--- src/design/bcu_pkg.sv ---
// Package for the binomial coefficient unit.
// Holds field widths, parameter defaults, the sequencer state type and the
// control struct for the serial cells. No dependencies.
package bcu_pkg;

    localparam int IN_W         = 6;
    localparam int COEF_W       = 59;
    localparam int MAX_N_DEF    = 62;
    localparam int RESULT_W_DEF = 64;

    typedef enum logic [1:0] {
        S_IDLE,
        S_MUL,
        S_DIV,
        S_FIN
    } t_state;

    typedef struct packed {
        logic en;
        logic first;
    } t_cell_ctl;

endpackage

--- src/design/bcu_mul_cell.sv ---
// Bit-serial multiply of an LSB-first bit stream by a 6-bit factor.
// Keeps the running carry between bits. Uses bcu_pkg.
module bcu_mul_cell (
    input  logic                     i_clk,
    input  bcu_pkg::t_cell_ctl       i_ctl,
    input  logic                     i_bit,
    input  logic [bcu_pkg::IN_W-1:0] i_factor,
    output logic                     o_bit
);
    import bcu_pkg::*;

    logic [IN_W-1:0] r_carry;
    logic [IN_W-1:0] n_carry;
    logic [IN_W:0]   w_sum;

    always_comb begin
        w_sum   = (i_bit ? {1'b0, i_factor} : '0)
                + (i_ctl.first ? '0 : {1'b0, r_carry});
        o_bit   = w_sum[0];
        n_carry = w_sum[IN_W:1];
    end

    always_ff @(posedge i_clk) begin
        if (i_ctl.en) begin
            r_carry <= n_carry;
        end
    end

endmodule

--- src/design/bcu_div_cell.sv ---
// Bit-serial restoring divide of an MSB-first bit stream by a 6-bit divisor.
// Emits one quotient bit per cycle while enabled and keeps the partial remainder. Uses bcu_pkg.
module bcu_div_cell (
    input  logic                     i_clk,
    input  bcu_pkg::t_cell_ctl       i_ctl,
    input  logic                     i_bit,
    input  logic [bcu_pkg::IN_W-1:0] i_divisor,
    output logic                     o_bit
);
    import bcu_pkg::*;

    logic [IN_W-1:0] r_rem;
    logic [IN_W-1:0] n_rem;
    logic [IN_W:0]   w_cand;
    logic [IN_W:0]   w_diff;

    always_comb begin
        w_cand = {(i_ctl.first ? '0 : r_rem), i_bit};
        w_diff = w_cand - {1'b0, i_divisor};
        o_bit  = (w_cand >= {1'b0, i_divisor});
        n_rem  = o_bit ? w_diff[IN_W-1:0] : w_cand[IN_W-1:0];
    end

    always_ff @(posedge i_clk) begin
        if (i_ctl.en) begin
            r_rem <= n_rem;
        end
    end

endmodule

--- src/design/binomial_coefficient_unit_core.sv ---
// Top level of the binomial coefficient unit: sequencer, accumulator shift
// register and output register. Uses bcu_pkg, bcu_mul_cell, bcu_div_cell.
//
//   channel  valid        ready        payload
//   input    i_in_valid   o_in_ready   i_n_total, i_k_chosen
//   output   o_out_valid  i_out_ready  o_coefficient, o_invalid
//
// With k' = min(k, n-k), a valid request with k' >= 2 runs k' loop steps; any
// other goes from idle straight to the final state; each loop step is one
// pass of the accumulator through the serial multiplier and one through the
// serial divider, one bit per cycle. Reset is synchronous and clears control
// state only. A new input is taken once the previous result sits in the output
// register; a stalled output holds the sequencer in its final state.
module binomial_coefficient_unit_core #(
    parameter int MAX_N        = bcu_pkg::MAX_N_DEF,
    parameter int RESULT_WIDTH = bcu_pkg::RESULT_W_DEF
) (
    input  logic                       i_clk,
    input  logic                       i_rst_n,
    input  logic                       i_in_valid,
    output logic                       o_in_ready,
    input  logic [bcu_pkg::IN_W-1:0]   i_n_total,
    input  logic [bcu_pkg::IN_W-1:0]   i_k_chosen,
    output logic                       o_out_valid,
    input  logic                       i_out_ready,
    output logic [bcu_pkg::COEF_W-1:0] o_coefficient,
    output logic                       o_invalid
);
    import bcu_pkg::*;

    localparam int BW = (RESULT_WIDTH > 1) ? $clog2(RESULT_WIDTH) : 1;
    localparam logic [BW-1:0] LAST_BIT = BW'(RESULT_WIDTH - 1);

    t_state                  r_state, n_state;
    logic [RESULT_WIDTH-1:0] r_acc, n_acc;
    logic [IN_W-1:0]         r_n, r_k, r_i;
    logic [BW-1:0]           r_bit;
    logic                    r_inv;
    logic                    r_out_valid;
    logic [COEF_W-1:0]       r_out_coef;
    logic                    r_out_inv;

    t_cell_ctl               w_mul_ctl, w_div_ctl;
    logic                    w_mul_bit, w_div_bit;
    logic                    w_accept, w_load_out, w_last;
    logic                    w_bad;
    logic [IN_W-1:0]         w_k_red;
    logic [IN_W-1:0]         w_factor;
    logic [COEF_W-1:0]       w_coef;

    bcu_mul_cell u_mul (
        .i_clk    (i_clk),
        .i_ctl    (w_mul_ctl),
        .i_bit    (r_acc[0]),
        .i_factor (w_factor),
        .o_bit    (w_mul_bit)
    );

    bcu_div_cell u_div (
        .i_clk     (i_clk),
        .i_ctl     (w_div_ctl),
        .i_bit     (r_acc[RESULT_WIDTH-1]),
        .i_divisor (r_i),
        .o_bit     (w_div_bit)
    );

    generate
        if (RESULT_WIDTH >= COEF_W) begin : g_trunc
            assign w_coef = r_acc[COEF_W-1:0];
        end else begin : g_ext
            assign w_coef = {{(COEF_W - RESULT_WIDTH){1'b0}}, r_acc};
        end
    endgenerate

    always_comb begin
        w_bad    = (i_k_chosen > i_n_total) || (i_n_total > IN_W'(MAX_N));
        w_k_red  = (i_k_chosen > (i_n_total >> 1)) ? (i_n_total - i_k_chosen) : i_k_chosen;
        w_factor = r_n - r_k + r_i;
        w_last   = (r_bit == LAST_BIT);
    end

    // next state
    always_comb begin
        n_state = r_state;
        case (r_state)
            S_IDLE: begin
                if (i_in_valid) begin
                    n_state = (w_bad || w_k_red < IN_W'(2)) ? S_FIN : S_MUL;
                end
            end
            S_MUL: begin
                if (w_last) begin
                    n_state = S_DIV;
                end
            end
            S_DIV: begin
                if (w_last) begin
                    n_state = (r_i == r_k) ? S_FIN : S_MUL;
                end
            end
            S_FIN: begin
                if (!r_out_valid || i_out_ready) begin
                    n_state = S_IDLE;
                end
            end
            default: n_state = S_IDLE;
        endcase
    end

    // outputs of the sequencer
    always_comb begin
        o_in_ready = 1'b0;
        w_load_out = 1'b0;
        w_mul_ctl  = '0;
        w_div_ctl  = '0;
        n_acc      = r_acc;
        case (r_state)
            S_IDLE: begin
                o_in_ready = 1'b1;
                if (w_bad) begin
                    n_acc = '0;
                end else if (w_k_red == '0) begin
                    n_acc = RESULT_WIDTH'(1);
                end else if (w_k_red == IN_W'(1)) begin
                    n_acc = RESULT_WIDTH'(i_n_total);
                end else begin
                    n_acc = RESULT_WIDTH'(1);
                end
            end
            S_MUL: begin
                w_mul_ctl.en    = 1'b1;
                w_mul_ctl.first = (r_bit == '0);
                n_acc = {w_mul_bit, r_acc[RESULT_WIDTH-1:1]};
            end
            S_DIV: begin
                w_div_ctl.en    = 1'b1;
                w_div_ctl.first = (r_bit == '0);
                n_acc = {r_acc[RESULT_WIDTH-2:0], w_div_bit};
            end
            S_FIN: begin
                w_load_out = !r_out_valid || i_out_ready;
            end
            default: begin
                o_in_ready = 1'b0;
            end
        endcase
    end

    assign w_accept = i_in_valid && o_in_ready;

    always_ff @(posedge i_clk) begin
        if (!i_rst_n) begin
            r_state     <= S_IDLE;
            r_out_valid <= 1'b0;
            r_bit       <= '0;
        end else begin
            r_state <= n_state;
            if (w_load_out) begin
                r_out_valid <= 1'b1;
            end else if (i_out_ready) begin
                r_out_valid <= 1'b0;
            end
            if (r_state == S_MUL || r_state == S_DIV) begin
                r_bit <= w_last ? '0 : r_bit + BW'(1);
            end else begin
                r_bit <= '0;
            end
        end
    end

    always_ff @(posedge i_clk) begin
        if (r_state != S_FIN) begin
            r_acc <= n_acc;
        end
        if (w_accept) begin
            r_n   <= i_n_total;
            r_k   <= w_k_red;
            r_i   <= IN_W'(1);
            r_inv <= w_bad;
        end else if (r_state == S_DIV && w_last) begin
            r_i <= r_i + IN_W'(1);
        end
        if (w_load_out) begin
            r_out_coef <= w_coef;
            r_out_inv  <= r_inv;
        end
    end

    assign o_out_valid   = r_out_valid;
    assign o_coefficient = r_out_coef;
    assign o_invalid     = r_out_inv;

endmodule

--- config.mk ---
export PLATFORM = sky130hd
export DESIGN_NAME = binomial_coefficient_unit_core
export DESIGN_NICKNAME = d
export VERILOG_FILES = /design/src/design/bcu_pkg.sv /design/src/design/bcu_mul_cell.sv /design/src/design/bcu_div_cell.sv /design/src/design/binomial_coefficient_unit_core.sv
export SDC_FILE = /design/constraint.sdc
export NUM_CORES = 1
export LEC_CHECK = 0
export BUFFER_PORTS_ARGS = -buffer_cell sky130_fd_sc_hd__buf_4
export CAP_MARGIN = 10
export CORE_ASPECT_RATIO = 1.4
export CORE_MARGIN = 2
export CORE_UTILIZATION = 25
export CTS_BUF_LIST = sky130_fd_sc_hd__clkbuf_8 sky130_fd_sc_hd__clkbuf_16
export DETAILED_ROUTE_END_ITERATION = 7
export HOLD_SLACK_MARGIN = 0.03
export PLACE_DENSITY = 0.42
export SYNTH_ARGS = -nofsm -noshare
export SYNTH_HDL_FRONTEND = slang
export SYNTH_SLANG_ARGS = --single-unit
--- constraint.sdc ---
create_clock -name i_clk -period 6.2 [get_ports i_clk]
set_clock_uncertainty 0.05 [all_clocks]
set_input_delay 0.31 -clock i_clk [delete_from_list [all_inputs] [get_ports i_clk]]
set_output_delay 0.31 -clock i_clk [all_outputs]
set_load 0.005 [all_outputs]
# Yosys cells after proc, flatten, opt, wreduce, memory -nomap -nowiden

Cells that the tools add are included.

Mux-type cells: 22
Reduce and logical (&&, ||, !) cells: 15
Bitwise gates (word level): 2
Equality and inequality tests: 11
Order comparisons: 5
Add/subtract/negate cells: 7

Operator list:

| operator                                            | count |
|---|---|
| case mux 64 bit (3 select lines)                    | 1 |
| two-way mux 6 bit                                   | 8 |
| subtractor 6 bit                                    | 3 |
| two-way mux 2 bit                                   | 8 |
| adder 6 x 1 -> 6 bit (second input constant)        | 2 |
| zero test 6 bit                                     | 2 |
| inequality test 2 bit (second input constant)       | 5 |
| case mux 2 bit (4 select lines)                     | 1 |
| adder 7 bit                                         | 1 |
| >= comparator 7 x 6 -> 1 bit                        | 1 |
| adder 6 bit                                         | 1 |
| == test 6 x 1 -> 1 bit (second input constant)      | 1 |
| == test 6 bit                                       | 1 |
| == test 6 bit (second input constant)               | 1 |
| > comparator 6 x 5 -> 1 bit                         | 1 |
| > comparator 6 bit                                  | 1 |
| > comparator 6 bit (second input constant)          | 1 |
| < comparator 6 x 2 -> 1 bit (second input constant) | 1 |
| == test 2 bit (second input constant)               | 2 |
| logical OR 1 bit                                    | 4 |
| two-way mux 1 bit                                   | 4 |
| AND reduction 4 bit                                 | 1 |
| nonzero test 3 bit                                  | 1 |
| OR reduction 3 bit                                  | 1 |
| other kinds (7)                                     | 9 |

Word-level logic and storage cells: 74
Input bits: 16
Register bits after elaboration: 164
Output and inout port bits: 62

# Longest topological paths before layout

Depth in word-level cells: 7
Depth in mapped cells: 15
Gate-level depth less buffers: 15

# Hierarchy

Synthesis repeated with hierarchy kept, for this count alone.

Cells, all modules: 610
Area, all modules: 7930.1 µm²

Modules (own cells, without submodules):

| module                         | cells each | times used | seq. area each (µm²) | area an instance (µm²) |
|---|---|---|---|---|
| binomial_coefficient_unit_core | 504        | 1          | 4414.2               | 6836.6 |
| bcu_div_cell                   | 60         | 1          | 180.2                | 598.1 |
| bcu_mul_cell                   | 46         | 1          | 180.2                | 495.5 |

# Least setup slack after synthesis

No wires, ideal clock.

Kind: reg2reg
From: register r_state[0]
To: register r_out_coef[0], in the netlist o_coefficient[0] (enable)
Clock period less this slack: 3.792 ns
Buffers on the path: 0
Data required time: 5.665 ns
Cell stages (with the launch flop): 3
Data arrival time: 3.257 ns
Setup time: 0.485 ns
Setup slack: 2.408 ns
Path through: dfxtp_1 -> ha_1 -> nor2b_1

Word-level cells in the longest chain between the ends: 2

Ends and longest elaborated chain:

| item                   | line                                  | source |
|---|---|---|
| start, declared        | binomial_coefficient_unit_core.sv:34  | `t_state r_state, n_state;` |
| start signal, assigned | binomial_coefficient_unit_core.sv:157 | `r_state <= n_state;` |
| == test 2 bit          | binomial_coefficient_unit_core.sv:117 | `case (r_state)` |
| two-way mux 1 bit      | binomial_coefficient_unit_core.sv:117 |  |
| named net w_load_out   | binomial_coefficient_unit_core.sv:45  | `logic w_accept, w_load_out, w_last;` |
| end signal, assigned   | binomial_coefficient_unit_core.sv:184 | `r_out_coef <= w_coef;` |
| end, declared          | binomial_coefficient_unit_core.sv:40  | `logic [COEF_W-1:0] r_out_coef;` |

The timed path passes the listed nets, and every way through them passes these cells.
A chain may end at the register's enable or synchronous reset.

# Worst setup path in the final report

From: register r_i[1]
To: register u_mul.r_carry[5] (data pin)

Word-level cells in the longest chain between the ends: 3

Ends and longest elaborated chain:

| item                     | line                                  | source |
|---|---|---|
| start, declared          | binomial_coefficient_unit_core.sv:36  | `logic [IN_W-1:0] r_n, r_k, r_i;` |
| start signal, assigned   | binomial_coefficient_unit_core.sv:181 | `r_i <= r_i + IN_W'(1);` |
| adder 6 bit              | binomial_coefficient_unit_core.sv:78  | `w_factor = r_n - r_k + r_i;` |
| two-way mux 6 bit        | bcu_mul_cell.sv:17                    | `w_sum = (i_bit ? {1'b0, i_factor} : '0)` |
| adder 7 bit              | bcu_mul_cell.sv:18                    | `+ (i_ctl.first ? '0 : {1'b0, r_carry});` |
| named net u_mul.w_sum[6] | bcu_mul_cell.sv:14                    | `logic [IN_W:0] w_sum;` |
| end signal, assigned     | bcu_mul_cell.sv:25                    | `r_carry <= n_carry;` |
| end, declared            | bcu_mul_cell.sv:12                    | `logic [IN_W-1:0] r_carry;` |

The timed path passes the listed nets, and every way through them passes these cells.

==> metrics.cfg <==
[synth]
yosysSeqAreaShare_pct=61.2
synth_nets=657
ys.flop_type=edfxtp_1
synth_area_per_cell_sq_um=13.1
syn_area_sq_um=7800
synth_area_leaders=edfxtp_1, ha_1, a22oi_1
synthArstFlopShare_pct=0
yosysWarnings=0
synth-seq-cells=164
synth.largest_area_cell=edfxtp_1
synth.distinct_cells=53
synth_top_area_share_pct=57.3
synth_edf_count=149
syn_inst=596

[floorplanning]
die_w_um=153
rows=76
ios=78
start_util_pct=25.4
dieArea_sq_um=32700
die_h_um=213
core_area_sq_um=30700

[power_and_ir_drop]
clock_power_share_pct=25.9
p_int_mw=2.62
power_density_nw_per_um2=418
seqPwrFrac_pct=42.4
p_leak_nw=3.50
combPwrFrac_pct=31.7
netSwitchingPower_mw=1.32
max-vdd-ir-drop_mv=0.202
p_sw_share_pct=33.5

[min_path]
hp-start=i_n_total[5]
hold_end=r_n[5]
hp-class=in2reg
holdPathStages=1

[timing]
min_period_over_period_pct=52.8
setup_viol=0
fmax_mhz=306
fin_tns_setup_ns=0
rsz0062_at_grt=no
worst_slew_pin_slew_ns=0.889
fin_crit_ns=3.27
hold_violations=0
slew_violations=0
max_slew_margin_pct=40.7

[place]
port_buffers=77
dpl.hpwl_mm=11.2
gp_congestion=0.758
dp.cells=1045

[clocking]
cts_tree=built
postCtsSetupRepairBufs=0
clkTransAtPathRegs_ns=0.07
ctsHtreeMaxLevel=4
clkLatencyLatePin_ns=0.44
clockRootBuffer=clkbuf_16
numCtsBuffers=17
clkSinkCount=164
clk_path_buf_depth=2

[status]
status=completed

[route]
vias=4820
drc_errors=0
routed_wl_mm=16.5
first_iter_violations=264
firstDrtPassIters=4
viasPerCell=4.47
wl_per_cell_um=15.3
ant_nets=0

[final_layout]
final_cell_mix=edfxtp_1, buf_4, nor2b_1
fin_nets=736
layout.cells.non_filler=1078
diodes=0
final_common_cell=edfxtp_1
fillCellCount=3070
synthToLayoutAreaGrowth_pct=20.6
drive_above_1_share_pct=19.3

[critical_path]
endpoint_kind=flip-flop
crit_path_cell_trace=inv_1, fa_1, inv_1, ha_1, a21o_1, a21oi_1, xnor2_1, and2_1, ha_1, inv_1, nor2_1, nor2_1, nor2b_1, o21ai_0, nand2b_1
slowest_delay_ns=0.55
cp_data_required_time_ns=6.33
start_kind=flip-flop
crit_fanout=6
path_class=reg2reg
timing.rr.end=u_mul.r_carry[5]
critPathArrivalTime_ns=3.40
reg2reg_slack_ns=2.93
critPathSlowestCell=fa_1
crit-reg2reg-launch=r_i[1]
critPathMostFrequentCell=inv_1
worst-r2r-cell-count=15

[grt]
grt_max_degree=77
grt_antenna_before_repair=0
grt_first_pass_wirelength_mm=26.3
grt_usage_pct=10.3
grt_pass1_vias=4902
grt_overflow=0

[run]
maxCapViolations=0

==> power groups by stage <==
| stage | logic (mW) | clock network, mW | registers (mW) |
|---|---|---|---|
| after global routing | 1.41 | 1.10 | 1.70 |
| after global placement | 1.25 | 0 | 1.69 |
| after detailed placement | 1.28 | 0 | 1.70 |
| final | 1.25 | 1.02 | 1.67 |
| after floorplan | 0.938 | 0 | 1.65 |
| after CTS | 1.28 | 1.06 | 1.67 |
==> how the worst max path moves through the flow <==
| stage | end | from | slack [ns] | depth (start not counted) |
|---|---|---|---|---|
| 3_3_place_gp | u_mul.r_carry[5] | r_i[1] | 2.95 | 15 |
| 4_1_cts | u_mul.r_carry[5] | r_i[1] | 2.89 | 15 |
| 3_5_place_dp | u_mul.r_carry[5] | r_i[1] | 2.92 | 15 |
| 5_1_grt | u_mul.r_carry[5] | r_i[1] | 2.61 | 15 |
| 2_1_floorplan | o_coefficient[0] | r_state[0] | 2.41 | 2 |
| 6_report | u_mul.r_carry[5] | r_i[1] | 2.93 | 15 |
==> logic make-up (layout without fill, tap and decap cells) <==
| group | after synthesis | count (layout) | share of synthesized area [%] |
|---|---|---|---|
| compound gates | 123 | 123 | 11.8 |
| xor+xnor | 27 | 27 | 3.03 |
| fa+ha+maj | 45 | 45 | 7.98 |
| buf+inv | 70 | 162 | 3.37 |
| flops | 164 | 164 | 61.2 |
| mux | 4 | 4 | 0.561 |
| simple gates | 163 | 163 | 12.1 |
==> area by class of cell <==
type                            instances  area [sq um]  share of cell area (%)
Tap cell                              390           488                    5.18
Multi-Input combinational cell        362          2780                    29.5
Timing Repair Buffer                   83           626                    6.65
Clock inverter                         15           145                    1.54
Sequential cell                       164          4770                    50.7
Inverter                               47           176                    1.87
Clock buffer                           17           425                    4.52
==> synthesized netlist by cell type, drive strengths merged, types with 6 or more instances <==
cell type / instances
a22oi: 58
edfxtp: 149
inv: 47
xor2: 9
nor2b: 67
o21a: 6
a21oi: 10
ha: 37
and2: 17
clkbuf: 16
fa: 8
nand3: 10
xnor2: 18
o21ai: 18
nand2: 22
dfxtp: 15
buf: 7
nor2: 20
==> timing repair <==
| action | in CTS | in global routing |
|---|---|---|
| endpoints found under the hold margin | 1 | 0 |
| hold buffers | 1 | 0 |
| resized for setup | 0 | 0 |
==> critical path: cells and delay by family (launching register included) <==
kind                     cells  cell delay [ns]
AND/OR/NAND/NOR              5             0.49
adder cells (fa/ha/maj)      3             1.15
AO/OA/AOI/OAI                3             0.54
flip-flops                   1             0.46
XOR/XNOR                     1             0.09
buffers and inverters        3             0.26
==> flip-flops by register name, summed over array words and instances (netlist names), 2 cells and up <==
signal and count:
r_state 2, u_mul.r_carry 6, u_div.r_rem 6, r_bit 6, r_i 6, o_coefficient 59, r_k 6, r_n 6
r_acc 64
==> metal layers <==
layer / part of all wire (%) / vias up / GRT usage, %
li1: - / 2340 / -
met1: 43 / 2344 / 12.0
met2: 51 / 112 / 18.1
met3: 4.2 / 24 / 2.64
met4: 1.9 / 0 / 4.34
met5: 0 / - / 0
==> per-stage QoR <==
| stage | setup WS [ns] | power, mW | hold slack, ns | utilization, % | area (sq um) |
|---|---|---|---|---|---|
| global placement | 2.95 | 2.94 | 0.391 | 28.8 | 8830 |
| CTS | 2.89 | 4.01 | 0.0341 | 30.7 | 9410 |
| global route | 2.61 | 4.20 | 0.0411 | 30.7 | 9410 |
| floorplan | 2.41 | 2.58 | 0.350 | - | 7800 |
| detailed placement | 2.92 | 2.97 | 0.431 | 28.8 | 8830 |
| finish | 2.93 | 3.93 | 0.0624 | 30.7 | 9410 |
(Power assumes the default switching activity.)
